===== src/rtl/ajst_pkg.sv =====
package ajst_pkg;

    localparam logic [39:0] PICO_SCALE       = 40'd1000000000000;
    localparam logic [47:0] RST_INITIAL_SIZE = 48'd268435456;
    localparam logic [47:0] RST_MAX_SIZE     = 48'd1099511627776;
    localparam logic [39:0] RST_MIN_JOB_TIME = 40'd0;
    localparam logic [15:0] RST_RATIO_Q8     = 16'd5120;
    localparam logic [11:0] RST_BOOST_Q8     = 12'd512;

    localparam logic [2:0] CFG_INITIAL_SIZE = 3'd0;
    localparam logic [2:0] CFG_MAX_SIZE     = 3'd1;
    localparam logic [2:0] CFG_MIN_JOB_TIME = 3'd2;
    localparam logic [2:0] CFG_RATIO_Q8     = 3'd3;
    localparam logic [2:0] CFG_BOOST_Q8     = 3'd4;

    typedef struct packed {
        logic [39:0] job_bytes;
        logic [39:0] prep_time_us;
        logic [39:0] exec_time_us;
        logic        abandoned;
    } t_in_item;

    typedef struct packed {
        logic [47:0] tuned_size;
        logic        sample_taken;
    } t_out_item;

    // Classified report as it travels from the front to the back.
    typedef struct packed {
        logic [39:0] job_bytes;
        logic [39:0] prep_time_us;
        logic [39:0] exec_time_us;
        logic        abandoned;
        logic        taken;
    } t_job;

    typedef struct packed {
        logic [47:0] max_size;
        logic [39:0] min_job_time_us;
        logic [15:0] ratio_q8;
        logic [11:0] boost_q8;
    } t_cfg;

    typedef enum logic [3:0] {
        B_IDLE,
        B_TOTALS,
        B_CHECK,
        B_DIV_MEAN,
        B_MUL_RATIO,
        B_MUL_BYTES,
        B_DIV_QUOT,
        B_MUL_PICO,
        B_MUL_BOOST,
        B_CLAMP,
        B_OUT
    } t_bstate;

endpackage


===== src/rtl/ajst_front.sv =====
module ajst_front
    import ajst_pkg::*;
#(
    parameter int DEPTH = 2
) (
    input  logic     i_clk,
    input  logic     i_rst_n,
    input  logic     i_in_valid,
    output logic     o_in_ready,
    input  t_in_item i_in_data,
    output logic     o_q_valid,
    output t_job     o_q_item,
    input  logic     i_q_pop
);

    localparam int AW = (DEPTH > 1) ? $clog2(DEPTH) : 1;

    t_job            r_mem [DEPTH];
    logic [AW-1:0]   r_wptr, n_wptr;
    logic [AW-1:0]   r_rptr, n_rptr;
    logic [AW:0]     r_fill, n_fill;
    logic            push;
    logic            pop;
    t_job            job;

    always_comb begin
        job.job_bytes    = i_in_data.job_bytes;
        job.prep_time_us = i_in_data.prep_time_us;
        job.exec_time_us = i_in_data.exec_time_us;
        job.abandoned    = i_in_data.abandoned;
        // A report counts only when it is kept and all three values are nonzero.
        job.taken        = !i_in_data.abandoned && (i_in_data.job_bytes != '0)
                           && (i_in_data.prep_time_us != '0)
                           && (i_in_data.exec_time_us != '0);
    end

    assign o_in_ready = (r_fill != DEPTH[AW:0]);
    assign o_q_valid  = (r_fill != '0);
    assign o_q_item   = r_mem[r_rptr];
    assign push       = i_in_valid && o_in_ready;
    assign pop        = i_q_pop && o_q_valid;

    always_comb begin
        n_wptr = r_wptr;
        n_rptr = r_rptr;
        n_fill = r_fill;
        if (push) begin
            n_wptr = (r_wptr == AW'(DEPTH - 1)) ? '0 : r_wptr + 1'b1;
        end
        if (pop) begin
            n_rptr = (r_rptr == AW'(DEPTH - 1)) ? '0 : r_rptr + 1'b1;
        end
        if (push && !pop) begin
            n_fill = r_fill + 1'b1;
        end else if (pop && !push) begin
            n_fill = r_fill - 1'b1;
        end
    end

    always_ff @(posedge i_clk) begin
        if (!i_rst_n) begin
            r_wptr <= '0;
            r_rptr <= '0;
            r_fill <= '0;
        end else begin
            r_wptr <= n_wptr;
            r_rptr <= n_rptr;
            r_fill <= n_fill;
        end
    end

    always_ff @(posedge i_clk) begin
        if (push) begin
            r_mem[r_wptr] <= job;
        end
    end

endmodule


===== src/rtl/ajst_mul.sv =====
module ajst_mul
    import ajst_pkg::*;
(
    input  logic         i_clk,
    input  logic         i_rst_n,
    input  logic         i_start,
    input  logic [63:0]  i_a,
    input  logic [63:0]  i_b,
    input  logic [6:0]   i_steps,
    output logic         o_busy,
    output logic         o_done,
    output logic [127:0] o_prod
);

    // Shift-and-add, one multiplier bit per cycle, most significant first.
    // The caller left-aligns the multiplier in i_b and gives its width in i_steps.
    logic         r_busy;
    logic         r_done;
    logic [6:0]   r_cnt;
    logic [63:0]  r_a;
    logic [63:0]  r_b;
    logic [127:0] r_acc;

    always_ff @(posedge i_clk) begin
        if (!i_rst_n) begin
            r_busy <= 1'b0;
            r_done <= 1'b0;
            r_cnt  <= '0;
        end else begin
            r_done <= 1'b0;
            if (i_start) begin
                r_busy <= 1'b1;
                r_cnt  <= i_steps;
            end else if (r_busy) begin
                r_cnt <= r_cnt - 1'b1;
                if (r_cnt == 7'd1) begin
                    r_busy <= 1'b0;
                    r_done <= 1'b1;
                end
            end
        end
    end

    always_ff @(posedge i_clk) begin
        if (i_start) begin
            r_a   <= i_a;
            r_b   <= i_b;
            r_acc <= '0;
        end else if (r_busy) begin
            r_acc <= {r_acc[126:0], 1'b0} + (r_b[63] ? {64'd0, r_a} : 128'd0);
            r_b   <= {r_b[62:0], 1'b0};
        end
    end

    assign o_busy = r_busy;
    assign o_done = r_done;
    assign o_prod = r_acc;

endmodule


===== src/rtl/ajst_div.sv =====
module ajst_div
    import ajst_pkg::*;
(
    input  logic        i_clk,
    input  logic        i_rst_n,
    input  logic        i_start,
    input  logic [63:0] i_hi,
    input  logic [63:0] i_lo,
    input  logic [63:0] i_d,
    output logic        o_busy,
    output logic        o_done,
    output logic [63:0] o_quot
);

    // Restoring division of a 128-bit dividend, one quotient bit per cycle.
    // A quotient that would not fit in 64 bits, or a zero divisor, saturates.
    logic        r_busy;
    logic        r_done;
    logic [6:0]  r_cnt;
    logic [63:0] r_rem;
    logic [63:0] r_lo;
    logic [63:0] r_d;
    logic [63:0] r_q;
    logic [63:0] shifted;
    logic        take;

    assign shifted = {r_rem[62:0], r_lo[63]};
    assign take    = r_rem[63] || (shifted >= r_d);

    always_ff @(posedge i_clk) begin
        if (!i_rst_n) begin
            r_busy <= 1'b0;
            r_done <= 1'b0;
            r_cnt  <= '0;
        end else begin
            r_done <= 1'b0;
            if (i_start) begin
                if (i_hi >= i_d) begin
                    r_done <= 1'b1;
                end else begin
                    r_busy <= 1'b1;
                    r_cnt  <= 7'd64;
                end
            end else if (r_busy) begin
                r_cnt <= r_cnt - 1'b1;
                if (r_cnt == 7'd1) begin
                    r_busy <= 1'b0;
                    r_done <= 1'b1;
                end
            end
        end
    end

    always_ff @(posedge i_clk) begin
        if (i_start) begin
            r_rem <= i_hi;
            r_lo  <= i_lo;
            r_d   <= i_d;
            r_q   <= (i_hi >= i_d) ? '1 : '0;
        end else if (r_busy) begin
            r_rem <= take ? shifted - r_d : shifted;
            r_lo  <= {r_lo[62:0], 1'b0};
            r_q   <= {r_q[62:0], take};
        end
    end

    assign o_busy = r_busy;
    assign o_done = r_done;
    assign o_quot = r_q;

endmodule


===== src/rtl/ajst_back.sv =====
module ajst_back
    import ajst_pkg::*;
(
    input  logic        i_clk,
    input  logic        i_rst_n,
    input  t_cfg        i_cfg,
    input  logic        i_load_size,
    input  logic [47:0] i_load_value,
    input  logic        i_q_valid,
    input  t_job        i_q_item,
    output logic        o_q_pop,
    output logic        o_out_valid,
    input  logic        i_out_ready,
    output t_out_item   o_out_data
);

    t_bstate      r_state, n_state;
    t_job         r_item, n_item;
    logic [31:0]  r_count, n_count;
    logic [63:0]  r_prep, n_prep;
    logic [63:0]  r_exec, n_exec;
    logic [63:0]  r_bytes, n_bytes;
    logic [47:0]  r_ideal, n_ideal;
    logic [63:0]  r_iexec, n_iexec;
    logic [63:0]  r_quot, n_quot;
    logic [63:0]  r_target, n_target;
    logic [63:0]  r_upper, n_upper;
    logic         r_out_valid, n_out_valid;
    t_out_item    r_out, n_out;

    logic         mul_start;
    logic [63:0]  mul_a;
    logic [63:0]  mul_b;
    logic [6:0]   mul_steps;
    logic         mul_busy;
    logic         mul_done;
    logic [127:0] mul_prod;
    logic         div_start;
    logic [63:0]  div_hi;
    logic [63:0]  div_lo;
    logic [63:0]  div_d;
    logic         div_busy;
    logic         div_done;
    logic [63:0]  div_quot;

    logic [64:0]  sum_prep;
    logic [64:0]  sum_exec;
    logic [64:0]  sum_bytes;
    logic [63:0]  ratio_exec;
    logic [63:0]  ideal_exec;
    logic [63:0]  cap;
    logic [63:0]  boosted;
    logic [63:0]  lifted;
    logic [63:0]  clamped;

    ajst_mul u_mul (
        .i_clk   (i_clk),
        .i_rst_n (i_rst_n),
        .i_start (mul_start),
        .i_a     (mul_a),
        .i_b     (mul_b),
        .i_steps (mul_steps),
        .o_busy  (mul_busy),
        .o_done  (mul_done),
        .o_prod  (mul_prod)
    );

    ajst_div u_div (
        .i_clk   (i_clk),
        .i_rst_n (i_rst_n),
        .i_start (div_start),
        .i_hi    (div_hi),
        .i_lo    (div_lo),
        .i_d     (div_d),
        .o_busy  (div_busy),
        .o_done  (div_done),
        .o_quot  (div_quot)
    );

    assign sum_prep  = {1'b0, r_prep}  + {25'd0, r_item.prep_time_us};
    assign sum_exec  = {1'b0, r_exec}  + {25'd0, r_item.exec_time_us};
    assign sum_bytes = {1'b0, r_bytes} + {25'd0, r_item.job_bytes};

    // The ratio is Q8.8, so the product drops eight fraction bits.
    assign ratio_exec = (mul_prod[127:72] != '0) ? '1 : mul_prod[71:8];
    assign ideal_exec = ({24'd0, i_cfg.min_job_time_us} > ratio_exec)
                        ? {24'd0, i_cfg.min_job_time_us} : ratio_exec;
    assign cap        = (mul_prod[127:64] != '0) ? '1 : mul_prod[63:0];
    assign boosted    = {8'd0, mul_prod[63:8]};
    assign lifted     = (r_target < {16'd0, r_ideal}) ? {16'd0, r_ideal} : r_target;
    assign clamped    = (lifted > r_upper) ? r_upper : lifted;

    always_comb begin
        n_state     = r_state;
        n_item      = r_item;
        n_count     = r_count;
        n_prep      = r_prep;
        n_exec      = r_exec;
        n_bytes     = r_bytes;
        n_ideal     = r_ideal;
        n_iexec     = r_iexec;
        n_quot      = r_quot;
        n_target    = r_target;
        n_upper     = r_upper;
        n_out_valid = r_out_valid;
        n_out       = r_out;
        o_q_pop     = 1'b0;
        mul_start   = 1'b0;
        mul_a       = '0;
        mul_b       = '0;
        mul_steps   = '0;
        div_start   = 1'b0;
        div_hi      = '0;
        div_lo      = '0;
        div_d       = '0;

        if (r_out_valid && i_out_ready) begin
            n_out_valid = 1'b0;
        end

        unique case (r_state)
            B_IDLE: begin
                if (i_q_valid) begin
                    o_q_pop = 1'b1;
                    n_item  = i_q_item;
                    n_state = B_TOTALS;
                end
            end
            B_TOTALS: begin
                if (r_item.taken) begin
                    if (r_count != '1) begin
                        n_count = r_count + 1'b1;
                    end
                    n_prep  = sum_prep[64]  ? '1 : sum_prep[63:0];
                    n_exec  = sum_exec[64]  ? '1 : sum_exec[63:0];
                    n_bytes = sum_bytes[64] ? '1 : sum_bytes[63:0];
                end
                n_state = B_CHECK;
            end
            B_CHECK: begin
                if (r_item.abandoned || r_count == '0) begin
                    n_state = B_OUT;
                end else begin
                    div_start = 1'b1;
                    div_hi    = '0;
                    div_lo    = r_prep;
                    div_d     = {32'd0, r_count};
                    n_state   = B_DIV_MEAN;
                end
            end
            B_DIV_MEAN: begin
                if (div_done) begin
                    mul_start = 1'b1;
                    mul_a     = div_quot;
                    mul_b     = {i_cfg.ratio_q8, 48'd0};
                    mul_steps = 7'd16;
                    n_state   = B_MUL_RATIO;
                end
            end
            B_MUL_RATIO: begin
                if (mul_done) begin
                    n_iexec   = ideal_exec;
                    mul_start = 1'b1;
                    mul_a     = ideal_exec;
                    mul_b     = r_bytes;
                    mul_steps = 7'd64;
                    n_state   = B_MUL_BYTES;
                end
            end
            B_MUL_BYTES: begin
                if (mul_done) begin
                    div_start = 1'b1;
                    div_hi    = mul_prod[127:64];
                    div_lo    = mul_prod[63:0];
                    div_d     = r_exec;
                    n_state   = B_DIV_QUOT;
                end
            end
            B_DIV_QUOT: begin
                if (div_done) begin
                    n_quot    = div_quot;
                    mul_start = 1'b1;
                    mul_a     = r_iexec;
                    mul_b     = {PICO_SCALE, 24'd0};
                    mul_steps = 7'd40;
                    n_state   = B_MUL_PICO;
                end
            end
            B_MUL_PICO: begin
                if (mul_done) begin
                    // The quotient is capped at the ideal exec time in microseconds times PICO_SCALE.
                    n_target  = (r_quot < cap) ? r_quot : cap;
                    mul_start = 1'b1;
                    mul_a     = {16'd0, r_ideal};
                    mul_b     = {i_cfg.boost_q8, 52'd0};
                    mul_steps = 7'd12;
                    n_state   = B_MUL_BOOST;
                end
            end
            B_MUL_BOOST: begin
                if (mul_done) begin
                    n_upper = (boosted > {16'd0, i_cfg.max_size})
                              ? {16'd0, i_cfg.max_size} : boosted;
                    n_state = B_CLAMP;
                end
            end
            B_CLAMP: begin
                n_ideal = clamped[47:0];
                n_state = B_OUT;
            end
            B_OUT: begin
                if (!r_out_valid || i_out_ready) begin
                    n_out_valid        = 1'b1;
                    n_out.tuned_size   = r_ideal;
                    n_out.sample_taken = r_item.taken;
                    n_state            = B_IDLE;
                end
            end
            default: begin
                n_state = B_IDLE;
            end
        endcase

        if (i_load_size) begin
            n_ideal = i_load_value;
        end
    end

    always_ff @(posedge i_clk) begin
        if (!i_rst_n) begin
            r_state     <= B_IDLE;
            r_count     <= '0;
            r_prep      <= '0;
            r_exec      <= '0;
            r_bytes     <= '0;
            r_ideal     <= RST_INITIAL_SIZE;
            r_out_valid <= 1'b0;
        end else begin
            r_state     <= n_state;
            r_count     <= n_count;
            r_prep      <= n_prep;
            r_exec      <= n_exec;
            r_bytes     <= n_bytes;
            r_ideal     <= n_ideal;
            r_out_valid <= n_out_valid;
        end
    end

    always_ff @(posedge i_clk) begin
        r_item   <= n_item;
        r_iexec  <= n_iexec;
        r_quot   <= n_quot;
        r_target <= n_target;
        r_upper  <= n_upper;
        r_out    <= n_out;
    end

    assign o_out_valid = r_out_valid;
    assign o_out_data  = r_out;

`ifndef NO_ASSERTIONS
    a_units_quiet_when_idle: assert property (@(posedge i_clk) disable iff (!i_rst_n)
        (r_state == B_IDLE) |-> (!mul_busy && !div_busy))
        else $error("arithmetic unit busy while the sequencer is idle");

    a_count_monotonic: assert property (@(posedge i_clk) disable iff (!i_rst_n)
        1'b1 |=> (r_count >= $past(r_count)))
        else $error("sample count decreased");

    a_totals_match_count: assert property (@(posedge i_clk) disable iff (!i_rst_n)
        (r_count == '0) == (r_exec == '0))
        else $error("exec total and sample count disagree");

    a_abandoned_not_taken: assert property (@(posedge i_clk) disable iff (!i_rst_n)
        (r_state == B_TOTALS && r_item.abandoned) |=> $stable(r_count))
        else $error("abandoned report changed the statistics");
`endif

endmodule


===== src/rtl/adaptive_job_size_tuner_core.sv =====
// Adaptive job size tuner.
// Input channel (i_in_valid / o_in_ready / i_in_data): one beat per completed
// job carrying data size, prepare time, exec time and an abandoned flag.
// Output channel (o_out_valid / i_out_ready / o_out_data): exactly one beat per
// input beat, in order, with the tuned size and whether the report was counted.
// Configuration channel (i_cfg_valid / o_cfg_ready / i_cfg_index / i_cfg_data):
// always ready; writing the initial size also reloads the tuned size.
// A small queue holds classified reports so the input side keeps accepting
// while the sequencer works. A report that updates the size runs through the
// serial divider (two 64-step divisions) and the serial multiplier (16, 64, 40
// and 12 steps); an abandoned report, or one seen before any sample is counted,
// skips both units. One report is worked at a time.
// Reset (synchronous, active low) restores register defaults, clears the
// statistics and the queue. If the receiver stalls, the result waits in the
// output register, the sequencer waits after the next result, and the input
// side stops once the queue is full.
module adaptive_job_size_tuner_core
    import ajst_pkg::*;
#(
    parameter int QUEUE_DEPTH = 2
) (
    input  logic        i_clk,
    input  logic        i_rst_n,
    input  logic        i_in_valid,
    output logic        o_in_ready,
    input  t_in_item    i_in_data,
    output logic        o_out_valid,
    input  logic        i_out_ready,
    output t_out_item   o_out_data,
    input  logic        i_cfg_valid,
    output logic        o_cfg_ready,
    input  logic [2:0]  i_cfg_index,
    input  logic [47:0] i_cfg_data
);

    t_cfg        r_cfg;
    logic        cfg_write;
    logic        load_size;
    logic        q_valid;
    logic        q_pop;
    t_job        q_item;

    assign o_cfg_ready = 1'b1;
    assign cfg_write   = i_cfg_valid;
    assign load_size   = cfg_write && (i_cfg_index == CFG_INITIAL_SIZE);

    always_ff @(posedge i_clk) begin
        if (!i_rst_n) begin
            r_cfg.max_size        <= RST_MAX_SIZE;
            r_cfg.min_job_time_us <= RST_MIN_JOB_TIME;
            r_cfg.ratio_q8        <= RST_RATIO_Q8;
            r_cfg.boost_q8        <= RST_BOOST_Q8;
        end else if (cfg_write) begin
            unique case (i_cfg_index)
                // The initial size goes straight into the tuned size in the back part.
                CFG_INITIAL_SIZE: begin
                end
                CFG_MAX_SIZE:     r_cfg.max_size        <= i_cfg_data;
                CFG_MIN_JOB_TIME: r_cfg.min_job_time_us <= i_cfg_data[39:0];
                CFG_RATIO_Q8:     r_cfg.ratio_q8        <= i_cfg_data[15:0];
                CFG_BOOST_Q8:     r_cfg.boost_q8        <= i_cfg_data[11:0];
                default: begin
                end
            endcase
        end
    end

    ajst_front #(
        .DEPTH (QUEUE_DEPTH)
    ) u_front (
        .i_clk      (i_clk),
        .i_rst_n    (i_rst_n),
        .i_in_valid (i_in_valid),
        .o_in_ready (o_in_ready),
        .i_in_data  (i_in_data),
        .o_q_valid  (q_valid),
        .o_q_item   (q_item),
        .i_q_pop    (q_pop)
    );

    ajst_back u_back (
        .i_clk        (i_clk),
        .i_rst_n      (i_rst_n),
        .i_cfg        (r_cfg),
        .i_load_size  (load_size),
        .i_load_value (i_cfg_data),
        .i_q_valid    (q_valid),
        .i_q_item     (q_item),
        .o_q_pop      (q_pop),
        .o_out_valid  (o_out_valid),
        .i_out_ready  (i_out_ready),
        .o_out_data   (o_out_data)
    );

endmodule

===== config.mk =====
export PLATFORM = sky130hd
export DESIGN_NAME = adaptive_job_size_tuner_core
export DESIGN_NICKNAME = d
export VERILOG_FILES = /design/src/rtl/ajst_pkg.sv /design/src/rtl/ajst_front.sv /design/src/rtl/ajst_mul.sv /design/src/rtl/ajst_div.sv /design/src/rtl/ajst_back.sv /design/src/rtl/adaptive_job_size_tuner_core.sv
export SDC_FILE = /design/constraint.sdc
export NUM_CORES = 2
export LEC_CHECK = 0
export BUFFER_PORTS_ARGS = -buffer_cell sky130_fd_sc_hd__buf_2
export CORE_MARGIN = 4
export CORE_UTILIZATION = 40
export CTS_CLUSTER_SIZE = 20
export DETAILED_ROUTE_END_ITERATION = 8
export PLACE_DENSITY_LB_ADDON = 0.1
export SLEW_MARGIN = 5
export SYNTH_ARGS = -nofsm -noshare
export SYNTH_HDL_FRONTEND = slang
export SYNTH_SLANG_ARGS = --single-unit

===== constraint.sdc =====
create_clock -name i_clk -period 9.72 [get_ports i_clk]
set_input_delay 1.944 -clock i_clk [delete_from_list [all_inputs] [get_ports i_clk]]
set_output_delay 1.944 -clock i_clk [all_outputs]
set_load 0.05 [all_outputs]

==> summary.txt <==
Synthesis
  – Sequential cell area fraction in the yosys report: 0.4910
  – Post-synth EDFFs: approximately 1000
  – Area contributors post-synth: edfxtp_1, dfxtp_1, ha_1
  – Ys Warns: 0
  – Cell taking the most area after synthesis: edfxtp_1
  – Mapped Cells: 8388
  – Flop and latch count out of synthesis: roughly 1600
  – Dominant synthesized flop cell: edfxtp_1
  – Avg Cell Area, Syn: approximately 10 sq um
  – Share of the synthesized area in the top cell type: 0.3648
  – Async set-reset flop share out of synthesis: 0
  – Syn Std Cell Area: ~86000 sq um
  – Synth unique cells: around 110

Setup path
  – Worst R2R Path Depth: 23
  – Slowest-stage cell, CP: nor4_1
  – Crit. End Element: flip-flop
  – Top delay family on crit path: simple AND/OR/NAND/NOR gates
  – Stages on worst setup path: 23
  – CP Cell Sequence: or4_1 > nor2_1 > buf_4 > nand3_1 > nor4_1 > and3_1 > nor4b_1 > a21oi_4 > buf_4 > mux2i_1 > inv_1 > ha_1 > a21o_1 > a21o_1 > a21oi_1 > o21ai_0 > a211o_1 > a21oi_1 > nand2_1 > o31ai_1 > nand3_2 > buf_4 > o221ai_1
  – CP Class: reg -> reg
  – Crit path largest cell delay: around 0.76 ns
  – Startpoint Class: flip-flop
  – Buf+Inv Stages, Crit Path: 4
  – Arrival @ worst endpoint: about 8.7 ns
  – Worst EP required: 10.44 ns
  – Most used cell along the critical path: buf_4
  – CP Max Fanout: 26

Floorplanning
  – Core region area: 214400 sq um
  – Die Span Y: 472.2 um
  – Io pins: 229
  – Die X: ~470 um
  – Row count: 170
  – Total Die Area: around 220000 sq um
  – Initial Util: 0.4019

Power
  – P per Cell Area: between 200 and 250 nW/um^2
  – VDD IR max: approximately 0.17 mV
  – Leak: approximately 38 nW

Placement
  – Placed wire-length estimate: a little under 200000 um
  – # port buffers: 227
  – GP Congestion: 0.8987

Clock network
  – CTS Hold Bufs: 0
  – Post_cts resized: 0
  – Setup Fix Bufs, Post-CTS: 0
  – Root Driver: clkbuf_16
  – Worst skew pair latency: 0.84 ns
  – CTS tree: yes
  – Cts bufs inserted: roughly 190
  – CTS max path bufs: 3
  – Worst-path clk slew: around 0.060 ns
  – H-tree depth: 4
  – Clock tree sinks: 1590

STA
  – Relative slew slack: 0.1380
  – # setup viols final: 0
  – Period utilization: 0.8179
  – Min Tclk post-route: ~8 ns
  – Max Freq: approximately 0.13 GHz
  – Final TNS setup: 0 ns
  – Setup Skew: around 0.07 ns
  – Unrepaired setup endpoints after global routing: false
  – Final hold violations: 0
  – Final slew viol count: 0
  – Least-Margin Pin Slew: approximately 1.3 ns

Drt
  – Antenna-violating nets left: 0
  – Drt wl/cell: around 24 um
  – Total wire length: roughly 280000 um
  – Via density: 5.741
  – Detailed Routing Iterations Pass 1: 8
  – DR vias: between 60000 and 70000
  – 1st-iter DRT viols: 6350
  – DRC: 0

Final layout
  – Core Util, Final: 0.4493
  – Most common cell after layout, fill and taps aside: edfxtp_1
  – Most frequent cells in the layout: edfxtp_1, nand2_1, a21oi_1
  – Share of cells above drive strength 1: 0.1061
  – # nets final: about 9200
  – Area growth, synth to finish: 11.78%
  – Fillers: ~20000

GRT
  – Initial antenna violation count: 18
  – Gr usage total: 0.2396
  – Grt ovf: 0
  – Largest net degree at the start of global routing: around 160
  – Vias in the first global route: about 64000
  – First-pass GRT wire length: roughly 400000 um

Run status
  – Status: complete, no violations

Min path
  – Cells on Worst Hold Path: 0
  – Hold Path Class: reg -> reg

Flow run
  – Maxcap violations: 0
worst paths after layout:
check                                         from                              end  slack, ns
setup reg to reg     u_back.r_target[59]$_DFFE_PP_  u_back.r_ideal[36]$_SDFFE_PN0P_       1.77
hold reg to reg   u_back.u_div.o_quot[4]$_DFFE_PP_       u_back.r_quot[4]$_DFFE_PP_       0.45
setup / recovery     u_back.r_target[59]$_DFFE_PP_  u_back.r_ideal[36]$_SDFFE_PN0P_       1.77
hold / removal    u_back.u_div.o_quot[4]$_DFFE_PP_       u_back.r_quot[4]$_DFFE_PP_       0.45
flip-flops by register name, indices dropped and copies added, names as in the netlist, 2 cells and up:
name and count:
u_front.r_mem 244, u_back.u_mul.o_prod 128, u_back.r_item 122, r_cfg 116
u_back.r_bytes 64, u_back.r_exec 64, u_back.r_iexec 64, u_back.r_prep 64
u_back.r_quot 64, u_back.r_target 64, u_back.u_div.o_quot 64, u_back.u_div.r_d 64
u_back.u_div.r_lo 64, u_back.u_div.r_rem 64, u_back.u_mul.r_a 64, u_back.u_mul.r_b 64
u_back.r_upper 56, u_back.o_out_data 49, u_back.r_ideal 48, u_back.r_count 32
u_back.u_div.r_cnt 7, u_back.u_mul.r_cnt 7, u_back.r_state 4, u_front.r_fill 2
area by class of cell:
class | count | area [sq um] | share of cell area
repair buffers | 319 | 1867 | 0.01938
inverters | 531 | 2013 | 0.02090
well taps | 2838 | 3551 | 0.03686
multi-input cells | 5841 | 40330 | 0.4187
diodes | 8 | 20.02 | 0.0002078
flip-flops and latches | 1590 | 42320 | 0.4393
clock buffers | 250 | 5139 | 0.05335
clock inverters | 99 | 1091 | 0.01133
cell usage after synthesis (19+ instances only):
| master | n |
|---|---|
| o211ai_1 | 24 |
| or3_1 | 20 |
| or2_2 | 34 |
| inv_1 | 529 |
| nor2b_1 | 71 |
| o21bai_1 | 90 |
| a221o_1 | 50 |
| o21ai_0 | 396 |
| o21a_1 | 132 |
| o221ai_1 | 50 |
| clkbuf_1 | 348 |
| a22oi_1 | 165 |
| mux2i_1 | 234 |
| a211oi_1 | 55 |
| o31ai_1 | 24 |
| and2_1 | 151 |
| a22o_1 | 87 |
| xnor2_1 | 171 |
| nor3_1 | 107 |
| nand2b_1 | 45 |
| nand2_1 | 854 |
| nor4_1 | 93 |
| buf_2 | 43 |
| nand3_1 | 140 |
| nor2_1 | 442 |
| edfxtp_1 | 1047 |
| mux2_2 | 175 |
| ha_1 | 572 |
| nand4_1 | 159 |
| dfxtp_1 | 543 |
| o221a_2 | 19 |
| a21oi_1 | 668 |
| xor2_1 | 190 |
| buf_1 | 24 |
| a31oi_1 | 70 |
| a21o_1 | 228 |
| and3_1 | 61 |
| a221oi_1 | 20 |
metrics by stage:
stage	total power, W	setup WS (ns)	cell area, sq um	cells	hold WS [ns]
finish	0.02006	1.770	96330	11480	0.4497
global route	0.02100	1.513	96320	11470	0.4594
floorplan	0.01165	1.989	86210	8395	0.4273
global placement	0.01294	2.026	90080	11120	0.4397
detailed placement	0.01299	1.884	90080	11120	0.4358
CTS	0.02020	1.861	96310	11470	0.4568
layer usage:
metal / track usage / part of all wire
met5: 0 / 0
met3: 0.03534 / 0.063
met4: 0.05851 / 0.024
met1: 0.3556 / 0.48
met2: 0.3670 / 0.44
power breakdown:
group	total (W)	switching (W)	internal, W
combinational	0.00415	0.00255	0.00160
clock	0.00718	0.00298	0.00420
sequential	0.00873	0.000705	0.00802
total	0.0201	0.00623	0.0138
cell families after synthesis:
logic type | synth area share
other cells | 0.00008715
mux | 0.05005
compound gates | 0.1690
flops | 0.4910
buf+inv | 0.04373
xor+xnor | 0.03669
fa+ha+maj | 0.08421
simple gates | 0.1252
Note: power is estimated with default switching activity, not from simulation.
